### src/hdl/annexb_pkg.sv
package annexb_pkg;

    localparam int POS_BITS = 24;
    localparam int OUT_BITS = 24;
    localparam int QDEPTH   = 4;
    localparam int QAW      = $clog2(QDEPTH);

    localparam logic [7:0] BYTE_ZERO = 8'h00;
    localparam logic [7:0] BYTE_ONE  = 8'h01;

    typedef logic [POS_BITS-1:0] pos_t;

    localparam pos_t                POS_MAX = {POS_BITS{1'b1}};
    localparam logic [OUT_BITS-1:0] OUT_MAX = {OUT_BITS{1'b1}};

    typedef struct packed {
        logic [7:0] data_byte;
        logic       end_of_packet;
    } in_t;

    typedef struct packed {
        logic [OUT_BITS-1:0] unit_offset;
        logic [OUT_BITS-1:0] unit_length;
        logic                final_unit;
        logic                too_long;
    } out_t;

    // One classified byte: up to two units to report, previous one first
    typedef struct packed {
        logic has_prev;
        logic has_last;
        out_t prev;
        out_t last;
    } cmd_t;

    function automatic logic pos_over(pos_t v);
        logic [63:0] w;
        w = 64'(v);
        return w > 64'(OUT_MAX);
    endfunction

    function automatic logic [OUT_BITS-1:0] pos_fit(pos_t v);
        logic [63:0] w;
        w = 64'(v);
        return (w > 64'(OUT_MAX)) ? OUT_MAX : w[OUT_BITS-1:0];
    endfunction

    function automatic out_t make_result(pos_t offset, pos_t length, logic fin, logic ovf);
        out_t r;
        r.unit_offset = pos_fit(offset);
        r.unit_length = pos_fit(length);
        r.final_unit  = fin;
        r.too_long    = ovf | pos_over(offset) | pos_over(length);
        return r;
    endfunction

endpackage

### src/hdl/annexb_scan.sv
module annexb_scan
    import annexb_pkg::*;
(
    input  logic clk,
    input  logic rst_n,
    input  logic in_valid,
    output logic in_stall,
    input  in_t  in_data,
    input  logic q_ready,
    output logic push,
    output cmd_t cmd
);

    pos_t       pos_reg, pos_next;
    logic [1:0] zrun_reg, zrun_next;
    logic       open_reg, open_next;
    pos_t       start_reg, start_next;
    logic       ovf_reg, ovf_next;

    logic accept;
    logic at_max;
    pos_t next_pos;
    logic ovf_now;
    logic is_sc;
    pos_t k;
    pos_t begin_pos;
    pos_t prev_len;
    pos_t last_start;
    logic last_open;
    pos_t last_len;

    assign in_stall = ~q_ready;
    assign accept   = in_valid & ~in_stall;

    always_comb
    begin
        at_max     = (pos_reg == POS_MAX);
        next_pos   = at_max ? pos_reg : pos_reg + pos_t'(1);
        ovf_now    = ovf_reg | at_max;
        is_sc      = (in_data.data_byte == BYTE_ONE) && (zrun_reg >= 2'd2);
        k          = pos_t'(zrun_reg);
        begin_pos  = (pos_reg >= k) ? pos_reg - k : '0;
        prev_len   = (begin_pos >= start_reg) ? begin_pos - start_reg : '0;
        last_start = is_sc ? next_pos : start_reg;
        last_open  = open_reg | is_sc;
        last_len   = (next_pos >= last_start) ? next_pos - last_start : '0;

        cmd.has_prev = is_sc & open_reg;
        cmd.has_last = in_data.end_of_packet & last_open;
        cmd.prev     = make_result(start_reg, prev_len, 1'b0, ovf_now);
        cmd.last     = make_result(last_start, last_len, 1'b1, ovf_now);
        push         = accept & (cmd.has_prev | cmd.has_last);

        pos_next   = pos_reg;
        zrun_next  = zrun_reg;
        open_next  = open_reg;
        start_next = start_reg;
        ovf_next   = ovf_reg;
        if (accept)
        begin
            if (in_data.end_of_packet)
            begin
                pos_next   = '0;
                zrun_next  = '0;
                open_next  = 1'b0;
                start_next = '0;
                ovf_next   = 1'b0;
            end
            else
            begin
                pos_next = next_pos;
                ovf_next = ovf_now;
                if (in_data.data_byte == BYTE_ZERO)
                begin
                    if (zrun_reg != 2'd3)
                        zrun_next = zrun_reg + 2'd1;
                end
                else if (is_sc)
                begin
                    open_next  = 1'b1;
                    start_next = next_pos;
                    zrun_next  = '0;
                end
                else
                begin
                    zrun_next = '0;
                end
            end
        end
    end

    always_ff @(posedge clk or negedge rst_n)
    begin
        if (!rst_n)
        begin
            pos_reg   <= '0;
            zrun_reg  <= '0;
            open_reg  <= 1'b0;
            start_reg <= '0;
            ovf_reg   <= 1'b0;
        end
        else
        begin
            pos_reg   <= pos_next;
            zrun_reg  <= zrun_next;
            open_reg  <= open_next;
            start_reg <= start_next;
            ovf_reg   <= ovf_next;
        end
    end

    // packet end must leave the scanner clean for the next packet
    a_eop_clears: assert property (@(posedge clk) disable iff (!rst_n)
        accept && in_data.end_of_packet |=> pos_reg == '0 && !open_reg && zrun_reg == '0)
        else $error("scanner state not cleared after packet end");

endmodule

### src/hdl/annexb_fifo.sv
module annexb_fifo
    import annexb_pkg::*;
(
    input  logic clk,
    input  logic rst_n,
    input  logic push,
    input  cmd_t push_data,
    output logic ready,
    input  logic pop,
    output logic avail,
    output cmd_t pop_data
);

    cmd_t           mem [QDEPTH];
    logic [QAW-1:0] wr_reg, wr_next;
    logic [QAW-1:0] rd_reg, rd_next;
    logic [QAW:0]   count_reg, count_next;
    logic           do_push;
    logic           do_pop;

    assign ready    = (count_reg != (QAW+1)'(QDEPTH));
    assign avail    = (count_reg != '0);
    assign pop_data = mem[rd_reg];
    assign do_push  = push & ready;
    assign do_pop   = pop & avail;

    always_comb
    begin
        wr_next    = do_push ? wr_reg + 1'b1 : wr_reg;
        rd_next    = do_pop ? rd_reg + 1'b1 : rd_reg;
        count_next = count_reg;
        if (do_push && !do_pop)
            count_next = count_reg + 1'b1;
        else if (!do_push && do_pop)
            count_next = count_reg - 1'b1;
    end

    always_ff @(posedge clk)
    begin
        if (do_push)
            mem[wr_reg] <= push_data;
    end

    always_ff @(posedge clk or negedge rst_n)
    begin
        if (!rst_n)
        begin
            wr_reg    <= '0;
            rd_reg    <= '0;
            count_reg <= '0;
        end
        else
        begin
            wr_reg    <= wr_next;
            rd_reg    <= rd_next;
            count_reg <= count_next;
        end
    end

    a_no_overrun: assert property (@(posedge clk) disable iff (!rst_n)
        push |-> ready)
        else $error("queue written while full");

    a_ptr_track: assert property (@(posedge clk) disable iff (!rst_n)
        count_reg == '0 |-> wr_reg == rd_reg)
        else $error("queue pointers disagree with empty count");

endmodule

### src/hdl/annexb_emit.sv
module annexb_emit
    import annexb_pkg::*;
(
    input  logic clk,
    input  logic rst_n,
    input  logic avail,
    input  cmd_t cmd,
    output logic pop,
    output logic out_valid,
    input  logic out_stall,
    output out_t out_data
);

    out_t out_reg, out_next;
    logic valid_reg, valid_next;
    out_t pend_reg, pend_next;
    logic pend_valid_reg, pend_valid_next;
    logic free;

    assign out_valid = valid_reg;
    assign out_data  = out_reg;
    assign free      = ~valid_reg | ~out_stall;
    assign pop       = free & ~pend_valid_reg & avail;

    always_comb
    begin
        out_next        = out_reg;
        valid_next      = valid_reg;
        pend_next       = pend_reg;
        pend_valid_next = pend_valid_reg;
        if (free)
        begin
            if (pend_valid_reg)
            begin
                out_next        = pend_reg;
                valid_next      = 1'b1;
                pend_valid_next = 1'b0;
            end
            else if (avail)
            begin
                valid_next = 1'b1;
                if (cmd.has_prev)
                begin
                    out_next        = cmd.prev;
                    pend_next       = cmd.last;
                    pend_valid_next = cmd.has_last;
                end
                else
                begin
                    out_next = cmd.last;
                end
            end
            else
            begin
                valid_next = 1'b0;
            end
        end
    end

    always_ff @(posedge clk)
    begin
        out_reg  <= out_next;
        pend_reg <= pend_next;
    end

    always_ff @(posedge clk or negedge rst_n)
    begin
        if (!rst_n)
        begin
            valid_reg      <= 1'b0;
            pend_valid_reg <= 1'b0;
        end
        else
        begin
            valid_reg      <= valid_next;
            pend_valid_reg <= pend_valid_next;
        end
    end

    // the held second unit of a packet is always its final one
    a_pend_final: assert property (@(posedge clk) disable iff (!rst_n)
        pend_valid_reg |-> valid_reg && pend_reg.final_unit && !out_reg.final_unit)
        else $error("pending result out of order");

endmodule

### src/hdl/annexb_nal_unit_splitter.sv
// Annex B start code scanner: takes one packet byte per cycle unless the queue is full,
// and reports, for each NAL unit, the payload offset and length; the unit that ends with
// the packet carries final_unit. A scanner registers the byte position and zero-run
// history and classifies each byte combinationally; a 4-entry queue decouples it from an
// output register that presents one result per cycle unless the receiver stalls.
// Throughput is one byte per cycle while the queue has room; a packet-end byte that both
// closes a unit and starts one yields two results, which the queue absorbs.
module annexb_nal_unit_splitter
    import annexb_pkg::*;
(
    input  logic clk,
    input  logic rst_n,
    input  logic in_valid,
    output logic in_stall,
    input  in_t  in_data,
    output logic out_valid,
    input  logic out_stall,
    output out_t out_data
);

    logic q_ready;
    logic push;
    cmd_t push_cmd;
    logic pop;
    logic avail;
    cmd_t pop_cmd;

    annexb_scan u_scan (
        .clk      (clk),
        .rst_n    (rst_n),
        .in_valid (in_valid),
        .in_stall (in_stall),
        .in_data  (in_data),
        .q_ready  (q_ready),
        .push     (push),
        .cmd      (push_cmd)
    );

    annexb_fifo u_fifo (
        .clk       (clk),
        .rst_n     (rst_n),
        .push      (push),
        .push_data (push_cmd),
        .ready     (q_ready),
        .pop       (pop),
        .avail     (avail),
        .pop_data  (pop_cmd)
    );

    annexb_emit u_emit (
        .clk       (clk),
        .rst_n     (rst_n),
        .avail     (avail),
        .cmd       (pop_cmd),
        .pop       (pop),
        .out_valid (out_valid),
        .out_stall (out_stall),
        .out_data  (out_data)
    );

endmodule

### config.mk
export PLATFORM = sky130hd
export DESIGN_NAME = annexb_nal_unit_splitter
export DESIGN_NICKNAME = d
export VERILOG_FILES = /design/src/hdl/annexb_pkg.sv /design/src/hdl/annexb_scan.sv /design/src/hdl/annexb_fifo.sv /design/src/hdl/annexb_emit.sv /design/src/hdl/annexb_nal_unit_splitter.sv
export SDC_FILE = /design/constraint.sdc
export NUM_CORES = 1
export LEC_CHECK = 0
export ABC_AREA = 1
export BUFFER_PORTS_ARGS = -buffer_cell sky130_fd_sc_hd__buf_4
export CAP_MARGIN = 20
export CELL_PAD_IN_SITES_DETAIL_PLACEMENT = 2
export CELL_PAD_IN_SITES_GLOBAL_PLACEMENT = 2
export CORE_MARGIN = 2
export CORE_UTILIZATION = 37
export DETAILED_ROUTE_END_ITERATION = 8
export PLACE_DENSITY_LB_ADDON = 0.1
export SLEW_MARGIN = 20
export SYNTH_ARGS = -nofsm -noshare
export SYNTH_HDL_FRONTEND = slang
export SYNTH_HIERARCHICAL = 1
export SYNTH_SLANG_ARGS = --single-unit
### constraint.sdc
create_clock -name clk -period 5.96 [get_ports clk]
set_input_delay 0.894 -clock clk [delete_from_list [all_inputs] [get_ports clk]]
set_output_delay 0.894 -clock clk [all_outputs]
set_load 0.005 [all_outputs]
==> metrics <==
f_max 201 MHz; VDD IR max between 0.2 and 0.3 mV; Port-buffer cells 64; DRC errors left 0; max-slew violations 0; most area-hungry cell type in the Yosys netlist edfxtp_1; Setup WS pre-CTS 1.11 ns; number of buffers created by CTS 70; Min-Delay Path Class input port to asynchronous set/reset pin; Seq cells post-synth 569; Post-Syn Area a little under 30000 µm²; ys async rst share about 11%; Post-synth EDFFs 508; largest net degree at the start of global routing approximately 130; Placement Rows 103; CP Launch Type register; # resized after CTS 0; Leak ~0.015 µW; top-level port count 65; area share of the largest cell type after synthesis about half; vias in the first global route between 20000 and 25000; clk slew on worst S/H paths about 0.06 ns; root buffer cell clkbuf_16; Final Skew ~0.027 ns; Synth Net Count ~3300; initial antenna violation count 2; Die Wd 287 µm; CTS sink cnt ~570; max FFs per register between 400 and 500; sequential area share after synthesis 56.7%; Final period util 83.4%; clk_lat worst skew approximately 0.62 ns; clock buffer depth 3; first-pass GRT wire length 159 mm; Die Span Y roughly 290 µm; setup ws final 0.987 ns; Routed WL 106 mm; layout cells sized above 1 a little over a tenth; buffers inserted during post-CTS setup optimization 0; fin crit period between 4 and 5 ns; gpl congestion about 0.94; vias per inst between 5 and 6; post-layout util between 40% and 50%; Cells after Synth about 3200; CTS tree done; gr ovfl total 0; antenna-violating nets left 0; max cap viols 0; yosys warns 6; Initial Util 37.4%; Core Footprint just under 80000 µm²; Rel. slew slack 32.5%; hold-fix buffers at CTS 0; WP data required roughly 6.3 ns; largest cells by area after synthesis edfxtp_1, nand2_1, inv_1; nets between 3000 and 4000; drt first pass iters 6; via count between 20000 and 25000; hpwl dp approximately 77 mm; count of unique library cells instantiated by Yosys 41; Reg2Reg Setup Slack ~0.99 ns; full die area 82300 µm²; Initial DRC Count roughly 1300; crit path max fanout 21; Pwr per Cell Area between 500 and 600 nW/µm²; Avg Cell Area, Syn roughly 9.3 µm²; ys flop type edfxtp_1; Setup crit end kind register; Crit path arrival time 5.30 ns; H-tree depth 3; RSZ-0062 raised after global routing no; routed len/inst about 24 µm; # setup viols final 0; layout filler cell count 8536; critical path class register to register; Slew @ Worst Pin 1.01 ns; all-layer global routing usage between 20% and 30%; outcome finished, final reports clean; Area Growth Syn to Fin 13.0%; Fin. Hold Viols 0
routing by layer:
metal	wire (µm)	GRT usage, %	vias up
li1	-	-	10397
met3	3740	2.79	133
met2	51700	44.5	382
met1	47300	34.8	11474
met4	3470	8.68	0
met5	0	0	-
path summary, 6_finish.rpt:
path	startpoint	endpoint	cells past startpoint
max in group asynchronous	rst_n	u_fifo/rd_reg[1]	1
hold reg to reg	u_emit/pend_reg[23]	u_emit/out_data[23]	2
setup reg to reg	u_scan/pos_reg[1]	u_fifo/mem[2][18]	20
setup / recovery	u_scan/pos_reg[1]	u_fifo/mem[2][18]	20
hold / removal	rst_n	u_scan/ovf_reg	1
min in group clk	u_emit/pend_reg[23]	u_emit/out_data[23]	2
critical path, cell delays in order (launching register included):
cell     delay [ns]
dfrtp_1        0.48
ha_1           0.32
inv_2          0.07
nor2_4         0.13
nand2_2        0.09
nor2_4         0.19
nand2_2        0.39
nand2_1        0.17
nand2_1        0.24
nand2_1        0.19
and2_1         0.24
ha_1           0.17
inv_1          0.11
fa_1           0.53
nand2_1        0.15
nand3_1        0.11
nand3_1        0.10
nand2_1        0.12
a21oi_1        0.23
xor2_1         0.49
nor2_1         0.17
layout make-up:
cell class | instances | area, µm² | area share, %
flip-flops and latches | 569 | 16800 | 50.2
multi-input cells | 1910 | 9860 | 29.5
well taps | 1050 | 1310 | 3.93
repair buffers | 99 | 860 | 2.57
clock inverters | 44 | 547 | 1.63
diodes | 4 | 10.0 | 0.0299
inverters | 588 | 2220 | 6.64
clock buffers | 84 | 1870 | 5.58
where the power goes:
group | switching, µW | leakage [µW] | internal (µW)
registers | 245 | 0.00538 | 5700
clock network | 1750 | 0.00115 | 2690
logic | 5660 | 0.00871 | 2080
total | 7650 | 0.0152 | 10500
cell usage after synthesis (3+ instances only):
library cell  count
nand2_2          15
fa_1              4
ha_1             62
o21ai_1          10
nor2_1          175
buf_2            41
nor3_1            7
inv_2             4
nand3_2          14
nand2_1        1066
nor2_2            4
nand4_1          15
nand4_2           3
o21ai_0          33
inv_1           580
xor2_1           30
nand3b_1          6
o211ai_2         80
o211ai_1        124
or2_2            16
a21oi_1          50
buf_4            31
dfrtp_1          61
and2_1            8
nor2_4            3
xnor2_1           7
nand3_1         166
edfxtp_1        508
clkbuf_1         31
buf_6            22
through the flow:
| stage | instances | hold WS (ns) | setup TNS (ns) | total power (µW) | instance area, µm² |
|---|---|---|---|---|---|
| after floorplan | 3194 | 0.463 | -426.32 | 10900 | 29600 |
| after global placement | 4216 | 0.484 | 0 | 13400 | 31000 |
| after detailed placement | 4216 | 0.520 | 0 | 13800 | 31000 |
| after CTS | 4344 | 0.455 | 0 | 18300 | 33500 |
| after global routing | 4344 | 0.505 | 0 | 19300 | 33500 |
| final | 4348 | 0.456 | 0 | 18100 | 33500 |
logic make-up (layout without fill, tap and decap cells):
group / after synthesis / after routing / share of synthesized area (%)
simple gates: 1500 / 1500 / 20.8
compound gates: 305 / 305 / 8.31
fa+ha+maj: 66 / 66 / 2.89
flops: 569 / 569 / 56.7
buf+inv: 715 / 815 / 10.2
xor+xnor: 37 / 37 / 1.09
other cells: 2 / 6 / 0.0254
cell usage in the layout, fill, tap and decap left out, types with 3 or more instances in the layout:
| cell type | count |
|---|---|
| a21oi_1 | 49 |
| and2_1 | 8 |
| buf_12 | 9 |
| buf_4 | 89 |
| bufinv_16 | 10 |
| clkbuf_1 | 10 |
| clkbuf_16 | 72 |
| clkinv_1 | 17 |
| clkinv_2 | 8 |
| clkinvlp_4 | 6 |
| dfrtp_1 | 59 |
| diode_2 | 4 |
| edfxtp_1 | 508 |
| fa_1 | 4 |
| ha_1 | 62 |
| inv_1 | 580 |
| inv_4 | 3 |
| nand2_1 | 1064 |
| nand2_2 | 17 |
| nand3_1 | 166 |
| nand3_2 | 14 |
| nand3b_1 | 6 |
| nand4_1 | 15 |
| nand4_2 | 3 |
| nor2_1 | 170 |
| nor2_2 | 4 |
| nor2_4 | 8 |
| nor3_1 | 7 |
| o211ai_1 | 124 |
| o211ai_2 | 80 |
| o21ai_0 | 33 |
| o21ai_1 | 10 |
| or2_2 | 16 |
| xnor2_1 | 7 |
| xor2_1 | 30 |
Note: power is estimated with default switching activity, not from simulation.
